$ cat config.mk
export PLATFORM = sky130hd
export DESIGN_NAME = lsat_ctrl
export DESIGN_NICKNAME = d
export VERILOG_FILES = /design/src/rtl/local_alignment_score_traceback_assert.svh /design/src/rtl/lsat_pkg.sv /design/src/rtl/lsat_ctrl.sv
export SDC_FILE = /design/constraint.sdc
export NUM_CORES = 1
export LEC_CHECK = 0
export ABC_AREA = 1
export BUFFER_PORTS_ARGS = -buffer_cell sky130_fd_sc_hd__buf_2
export CAP_MARGIN = 15
export CORE_ASPECT_RATIO = 0.5
export CORE_MARGIN = 8
export CORE_UTILIZATION = 33
export CTS_BUF_LIST = sky130_fd_sc_hd__clkbuf_8
export DETAILED_ROUTE_END_ITERATION = 7
export PLACE_DENSITY_LB_ADDON = 0.15
export SETUP_SLACK_MARGIN = 0.1
export SLEW_MARGIN = 20
export SYNTH_ARGS = -nofsm -noshare
export SYNTH_HDL_FRONTEND = slang
export SYNTH_SLANG_ARGS = --single-unit
$ cat constraint.sdc
create_clock -name clock -period 3 [get_ports clock]
set_input_delay 0.3 -clock clock [delete_from_list [all_inputs] [get_ports clock]]
set_output_delay 0.3 -clock clock [all_outputs]
set_load 0.01 [all_outputs]
$ cat src/rtl/local_alignment_score_traceback_assert.svh
// Assertion macros shared by the alignment engine.
`ifndef LOCAL_ALIGNMENT_SCORE_TRACEBACK_ASSERT_SVH
`define LOCAL_ALIGNMENT_SCORE_TRACEBACK_ASSERT_SVH

// Same-cycle implication, disabled while reset is high.
`define LSAT_ASSERT_NOW(lbl, ante, cons) \
   lbl: assert property (@(posedge clock) disable iff (reset) (ante) |-> (cons)) \
      else $error("alignment engine check failed");

// Next-cycle implication, disabled while reset is high.
`define LSAT_ASSERT_NEXT(lbl, ante, cons) \
   lbl: assert property (@(posedge clock) disable iff (reset) (ante) |=> (cons)) \
      else $error("alignment engine check failed");

`endif

$ cat src/rtl/lsat_pkg.sv
// Package: sizes, codes and controller/datapath interface types.
`timescale 1ns / 1ps
`default_nettype none
package lsat_pkg;
   localparam int MAX_SEQ_LEN = 256;
   localparam int DIM         = MAX_SEQ_LEN + 1;
   localparam int MAT_DEPTH   = DIM * DIM;
   localparam int MAT_AW      = $clog2(MAT_DEPTH);
   localparam int SEQ_AW      = $clog2(MAX_SEQ_LEN);
   localparam int LEN_W       = $clog2(MAX_SEQ_LEN + 1);
   localparam int PB_DEPTH    = 2 * MAX_SEQ_LEN;
   localparam int PB_AW       = $clog2(PB_DEPTH);
   localparam int CNT_W       = $clog2(PB_DEPTH + 1);
   localparam int SCORE_W     = 15;
   localparam int SUM_W       = SCORE_W + 2;
   localparam int CELL_MAX    = 32767;
   localparam int MATCH_W     = 17;
   localparam int IDX_W       = 8;
   localparam logic [7:0] GAP_CHAR = 8'd95;

   localparam logic [1:0] OP_FIRST  = 2'd0;
   localparam logic [1:0] OP_SECOND = 2'd1;
   localparam logic [1:0] OP_FETCH  = 2'd2;

   localparam logic [1:0] KIND_HDR = 2'd0;
   localparam logic [1:0] KIND_COL = 2'd1;
   localparam logic [1:0] KIND_END = 2'd2;

   localparam logic [1:0] CSR_MATCH    = 2'd0;
   localparam logic [1:0] CSR_MISMATCH = 2'd1;
   localparam logic [1:0] CSR_GAP      = 2'd2;

   typedef struct packed {
      logic ld_first;
      logic ld_second;
      logic fill_init;
      logic fill_rd;
      logic fill_calc;
      logic scan_rd;
      logic scan_chk;
      logic tb_cur;
      logic tb_diag;
      logic tb_up;
      logic tb_dec;
      logic emit_rd;
      logic out_hdr;
      logic out_col;
      logic out_end;
   } cmd_type;

   typedef struct packed {
      logic fill_empty;
      logic fill_last;
      logic scan_avail;
      logic scan_hit;
      logic scan_next;
      logic tb_done;
      logic emit_nz;
      logic out_free;
   } sts_type;
endpackage
`default_nettype wire

$ cat src/rtl/lsat_ctrl.sv
// Sequencer for loads, matrix fill, scan, traceback and result output.
`timescale 1ns / 1ps
`default_nettype none
module lsat_ctrl (
   input  wire logic             clock,
   input  wire logic             reset,
   input  wire logic             req_tvalid,
   output logic                  req_tready,
   input  wire logic [1:0]       req_tuser,
   input  wire logic             req_tlast,
   input  wire lsat_pkg::sts_type sts,
   output lsat_pkg::cmd_type     cmd
);
   typedef enum logic [13:0] {
      ST_IDLE      = 14'b00000000000001,
      ST_FILL_INIT = 14'b00000000000010,
      ST_FILL_RD   = 14'b00000000000100,
      ST_FILL_CALC = 14'b00000000001000,
      ST_SCAN_RD   = 14'b00000000010000,
      ST_SCAN_CHK  = 14'b00000000100000,
      ST_TB_CUR    = 14'b00000001000000,
      ST_TB_DIAG   = 14'b00000010000000,
      ST_TB_UP     = 14'b00000100000000,
      ST_TB_DEC    = 14'b00001000000000,
      ST_EMIT_RD   = 14'b00010000000000,
      ST_OUT_HDR   = 14'b00100000000000,
      ST_OUT_COL   = 14'b01000000000000,
      ST_OUT_END   = 14'b10000000000000
   } state_type;

   state_type state_ff, state_in;
   logic      accept;

   assign req_tready = (state_ff == ST_IDLE);
   assign accept     = req_tvalid && req_tready;

   always_comb begin
      state_in = state_ff;
      cmd      = '0;
      case (state_ff)
         ST_IDLE: begin
            if (accept) begin
               case (req_tuser)
                  lsat_pkg::OP_FIRST: cmd.ld_first = 1'b1;
                  lsat_pkg::OP_SECOND: begin
                     cmd.ld_second = 1'b1;
                     if (req_tlast) state_in = ST_FILL_INIT;
                  end
                  lsat_pkg::OP_FETCH: begin
                     if (sts.emit_nz) state_in = ST_EMIT_RD;
                     else if (sts.scan_avail) state_in = ST_SCAN_RD;
                     else state_in = ST_OUT_END;
                  end
                  default: ;
               endcase
            end
         end
         ST_FILL_INIT: begin
            cmd.fill_init = 1'b1;
            state_in = sts.fill_empty ? ST_IDLE : ST_FILL_RD;
         end
         ST_FILL_RD: begin
            cmd.fill_rd = 1'b1;
            state_in = ST_FILL_CALC;
         end
         ST_FILL_CALC: begin
            cmd.fill_calc = 1'b1;
            state_in = sts.fill_last ? ST_IDLE : ST_FILL_RD;
         end
         ST_SCAN_RD: begin
            cmd.scan_rd = 1'b1;
            state_in = ST_SCAN_CHK;
         end
         ST_SCAN_CHK: begin
            cmd.scan_chk = 1'b1;
            if (sts.scan_hit) state_in = ST_TB_CUR;
            else if (sts.scan_next) state_in = ST_SCAN_RD;
            else state_in = ST_OUT_END;
         end
         ST_TB_CUR: begin
            cmd.tb_cur = 1'b1;
            state_in = sts.tb_done ? ST_OUT_HDR : ST_TB_DIAG;
         end
         ST_TB_DIAG: begin
            cmd.tb_diag = 1'b1;
            state_in = ST_TB_UP;
         end
         ST_TB_UP: begin
            cmd.tb_up = 1'b1;
            state_in = ST_TB_DEC;
         end
         ST_TB_DEC: begin
            cmd.tb_dec = 1'b1;
            state_in = ST_TB_CUR;
         end
         ST_EMIT_RD: begin
            cmd.emit_rd = 1'b1;
            state_in = ST_OUT_COL;
         end
         ST_OUT_HDR: begin
            if (sts.out_free) begin
               cmd.out_hdr = 1'b1;
               state_in = ST_IDLE;
            end
         end
         ST_OUT_COL: begin
            if (sts.out_free) begin
               cmd.out_col = 1'b1;
               state_in = ST_IDLE;
            end
         end
         ST_OUT_END: begin
            if (sts.out_free) begin
               cmd.out_end = 1'b1;
               state_in = ST_IDLE;
            end
         end
         default: state_in = ST_IDLE;
      endcase
   end

   always_ff @(posedge clock) begin
      if (reset) state_ff <= ST_IDLE;
      else state_ff <= state_in;
   end
endmodule
`default_nettype wire

* Yosys cells after proc, flatten, opt, wreduce, memory -nomap -nowiden
Cells that the tools add are included.
** Operators by class
- Equal/unequal tests :: 20
- Reduce and logical (&&, ||, !) cells :: 4
- Mux-type cells :: 30
** Operators by type and width (count)
- 14-bit case mux with 12 select lines :: 1
- 14-bit two-way mux :: 7
- 14-bit case mux with 2 select lines :: 1
- 1-bit two-way mux :: 16
- 14-bit by 1-bit == test with 1-bit output, second input constant :: 1
- 14-bit by 10-bit == test with 1-bit output, second input constant :: 1
- 14-bit by 11-bit == test with 1-bit output, second input constant :: 1
- 14-bit by 12-bit == test with 1-bit output, second input constant :: 1
- 14-bit by 13-bit == test with 1-bit output, second input constant :: 1
- 14-bit == test, second input constant :: 1
- 14-bit by 2-bit == test with 1-bit output, second input constant :: 1
- 14-bit by 3-bit == test with 1-bit output, second input constant :: 1
- 14-bit by 4-bit == test with 1-bit output, second input constant :: 1
- 14-bit by 5-bit == test with 1-bit output, second input constant :: 1
- 14-bit by 6-bit == test with 1-bit output, second input constant :: 1
- 14-bit by 7-bit == test with 1-bit output, second input constant :: 1
- 14-bit by 8-bit == test with 1-bit output, second input constant :: 1
- 14-bit by 9-bit == test with 1-bit output, second input constant :: 1
- 12-bit two-way mux :: 1
- 3-bit two-way mux :: 2
- 2-bit two-way mux :: 2
- 2-bit by 1-bit != test with 1-bit output, second input constant :: 2
- 4-bit AND reduction :: 1
- 3-bit by 1-bit != test with 1-bit output, second input constant :: 1
- other kinds (6) :: 6
** Storage, ports and cells
- Flip-flop bits (word level) :: 14
- Input port bits :: 14
- Output and inout bits :: 16
- Word-level logic and storage cells :: 55

* Logic depth before layout (Yosys ltp)
- Depth in word-level cells :: 5
- Depth in mapped cells :: 11
- Mapped depth without buffers :: 11

* Worst setup path after synthesis
Ideal clock, no wire load.
- Path kind :: flip-flop to output port
- From :: register state_ff[10]
- To :: output cmd[14] (netlist name)
- Stages on the path, launching flop included :: 6
- Data required time :: 2.700 ns
- Setup slack :: 1.508 ns
- Arrival time :: 1.192 ns
- Cell sequence :: dfxtp_1 -> nor2_2 -> nand3_2 -> nor2_4 -> nand2_4 -> nor4_1
** RTL lines
- start: declaration :: line lsat_ctrl.sv:31 : state_type state_ff, state_in;
- start signal: assignment :: line lsat_ctrl.sv:124 : else state_ff <= state_in;
- end: declaration :: line lsat_ctrl.sv:12 : output lsat_pkg::cmd_type cmd

==> parameters.txt <==
Parameter                              Value

Outcome
  Result of the run ... finished, final reports clean

Yosys
  Number of distinct library cell variants in the gate-level netlist after synthesis ... 23
  Net count after synthesis ... 195
  Gate count of the mapped netlist ... 181
  Share of flip-flops with an asynchronous set or reset ... 0
  Synth cell count leaders ... sky130_fd_sc_hd__nand2_1 (50), sky130_fd_sc_hd__inv_1 (39), sky130_fd_sc_hd__nor2_1 (27)
  Cell accounting for the most synthesized area ... sky130_fd_sc_hd__dfxtp_1
  Fraction of post-synthesis cell area in the top cell type by area ... 0.267
  Sequential cell area fraction in the yosys report ... 0.267
  Most common cell in the netlist ... sky130_fd_sc_hd__nand2_1
  Largest cells by area after synthesis ... sky130_fd_sc_hd__dfxtp_1 (27%), sky130_fd_sc_hd__nand2_1 (18%), sky130_fd_sc_hd__inv_1 (14%)
  Number of synthesized flops with an enable pin ... 0
  Syn avg cell area ... 5.81 um^2
  Count of state elements after synthesis ... 14
  Synthesized area ... 0.00105 mm^2
  Number of warnings reported in the yosys synthesis log ... 0
  Predominant post-synthesis flop cell ... sky130_fd_sc_hd__dfxtp_1

Global route
  Global-route wire length before repair ... 4.27 mm
  Total congestion overflow ... 0
  Initial antenna violation count ... 0
  Maximum number of pins on one net before global-route repair ... 13
  Number of global-route vias before repair ... 991
  Aggregate global-route resource usage ... 0.101

Clocking
  Number of clock sinks seen by CTS ... 14
  Setup Fix Bufs, Post-CTS ... 0
  Clock root buffer ... sky130_fd_sc_hd__clkbuf_8
  TritonCTS clock tree ... done
  Deepest clock path buffer count ... 2
  H-tree depth ... 1
  Total CTS buffers ... 3
  Clock latency on the worst-skew pair ... 0.24 ns
  Clock-pin slew of the registers on the worst-case setup and hold paths ... 0.06 ns
  Cts hold-fix bufs ... 0
  Gates resized, CTS repair ... 0

Detailed routing
  Routed vias ... 1,081
  Number of iterations in the first detailed-routing pass ... 4
  WL per Instance ... 10.2 um
  Number of design rule violations left after detail routing ... 0
  DR vias/cell ... 4.27
  Detailed Route Iter0 Violations ... 10
  Post-detailed-route count of antenna-violating nets ... 0
  Total routed wirelength ... 2.58 mm

Worst setup path
  CP max FO ... 6
  Critical path launch point ... state_ff[13]$_SDFFE_PP0P_
  Critical path type ... reg -> out
  Required arrival time at the worst endpoint ... 2.70 ns
  Startpoint of the worst register-to-register path ... state_ff[13]$_SDFFE_PP0P_
  Worst endpoint data arrival time ... 1.48 ns
  Crit path capture type ... primary output
  Crit start category ... flip-flop

Flow run
  Max-cap viol count ... 0

Floorplanning
  Floorplan Core Area ... 0.00301 mm^2
  I/O pin cnt ... 30
  Site row count ... 14
  Effective utilization at floorplan ... 0.349
  Die Ht ... 55.9 um
  Die Width ... 95.8 um
  Floorplan die area ... 0.00536 mm^2

Layout
  Post-layout net count ... 228
  Largest registers ... state_ff: 14 flops
  Share of final-layout standard cells stronger than drive strength 1 ... 0.272
  Biggest register ... state_ff
  Final design utilization ... 0.431
  Max reg flops ... 14
  Fill count ... 344
  Cell area after layout ... 0.00130 mm^2
  Count of inserted antenna diode cells ... 0
  Layout area overhead ... 23.5%
  Number of cells in the finished layout apart from fillers ... 253

Timing
  Count of final setup violators ... 0
  RSZ-0062 raised after global routing ... false
  Top achievable clock speed ... 561 MHz
  Post-layout minimum cycle time ... 1.78 ns
  Final clock skew ... 0.00415 ns
  Count of final max-slew check failures ... 0
  Setup TNS ... 0 ns
  Max-slew headroom at the worst pin ... 0.733
  Final number of hold-violating endpoints ... 0
  Slew at the pin closest to its max-slew limit ... 0.400 ns
  Post-route clock period utilization ... 0.594

Power
  Design Power ... 814 uW
  Maximum resistive drop on vdd ... 0.257 mV
  Leakage ... 0.000799 uW
  Power per standard cell area ... 627 mW/mm^2

Placed design
  Cell area reported after detailed placement ... 0.00124 mm^2
  Cells after DPL ... 249
  Number of I/O port buffers ... 29
  Weighted congestion reported at the end of routability-driven placement ... 0.774
  Detailed-placement wirelength estimate ... 2.20 mm

Hold path
  Worst Hold Launch ... sts[2]
  Tightest Hold Check Type ... in -> reg
==> worst paths after layout <==
check / to / slack (ns) / depth (start not counted)
max reg2reg: state_ff[10]$_SDFFE_PP0P_ / 1.55 / 10
min: state_ff[7]$_SDFFE_PP0P_ / 0.24 / 2
max: cmd[14] / 1.22 / 6
min reg2reg: state_ff[11]$_SDFFE_PP0P_ / 0.49 / 2
==> stage by stage <==
step / hold WS, ns / setup WS, ns
global placement: 0.480 / 1.49
finish: 0.238 / 1.22
floorplan: 0.362 / 1.51
global route: 0.228 / 1.04
CTS: 0.231 / 1.19
detailed placement: 0.482 / 1.46
==> area by class of cell <==
| class | count | area, um^2 | share of cell area |
|---|---|---|---|
| Inverter | 43 | 169 | 0.130 |
| Tap cell | 40 | 50.0 | 0.0386 |
| Clock buffer | 4 | 55.1 | 0.0424 |
| Multi-Input combinational cell | 123 | 598 | 0.461 |
| Sequential cell | 14 | 280 | 0.216 |
| Timing Repair Buffer | 29 | 145 | 0.112 |
==> critical path: stages, from the launching register on <==
cell	delay [ns]
sky130_fd_sc_hd__dfxtp_1	0.34
sky130_fd_sc_hd__nor2_4	0.17
sky130_fd_sc_hd__nand3_2	0.14
sky130_fd_sc_hd__nor2_4	0.18
sky130_fd_sc_hd__nand2_4	0.09
sky130_fd_sc_hd__nor4_1	0.15
sky130_fd_sc_hd__buf_2	0.17
==> per-layer routing <==
metal  GRT usage  vias to the layer above  wire [um]
li1            -                      599          -
met1       0.132                      448       1360
met2       0.146                       30       1010
met3      0.0283                        4        170
met4      0.0521                        0         42
met5           0                        -          0
==> logic make-up after synthesis <==
logic type,after synthesis,synth area share
AOI/OAI and AO/OA,9,0.0512
and+or+nand+nor,114,0.518
buffers and inverters,44,0.164
DFF,14,0.267
==> where the power goes <==
| part | internal (uW) | total [uW] | switching, uW | leakage (uW) |
|---|---|---|---|---|
| sequential | 207 | 222 | 15.6 | 0.000114 |
| clock | 116 | 185 | 69.0 | 0.0000288 |
| combinational | 132 | 406 | 274 | 0.000657 |
| total | 455 | 814 | 359 | 0.000799 |
==> cells in the final DEF (no fill, tap or decap) <==
cell                       count
sky130_fd_sc_hd__a21oi_2       1
sky130_fd_sc_hd__nor4_1        1
sky130_fd_sc_hd__nor3_2        3
sky130_fd_sc_hd__clkbuf_8      4
sky130_fd_sc_hd__nand3_2       1
sky130_fd_sc_hd__nand3_1      13
sky130_fd_sc_hd__inv_1        39
sky130_fd_sc_hd__o22ai_1       1
sky130_fd_sc_hd__nor2_4        3
sky130_fd_sc_hd__nand2_2       3
sky130_fd_sc_hd__buf_2        29
sky130_fd_sc_hd__or2_2         1
sky130_fd_sc_hd__nand2_1      50
sky130_fd_sc_hd__inv_4         1
sky130_fd_sc_hd__o21ai_2       1
sky130_fd_sc_hd__nor3_1        4
sky130_fd_sc_hd__nand2_4       3
sky130_fd_sc_hd__nor2_2        5
sky130_fd_sc_hd__dfxtp_1      14
sky130_fd_sc_hd__o21ai_0       5
sky130_fd_sc_hd__o21ai_1       1
sky130_fd_sc_hd__clkinv_4      1
sky130_fd_sc_hd__nor2_1       27
sky130_fd_sc_hd__inv_2         2
Power figures use the tool's default switching activity.
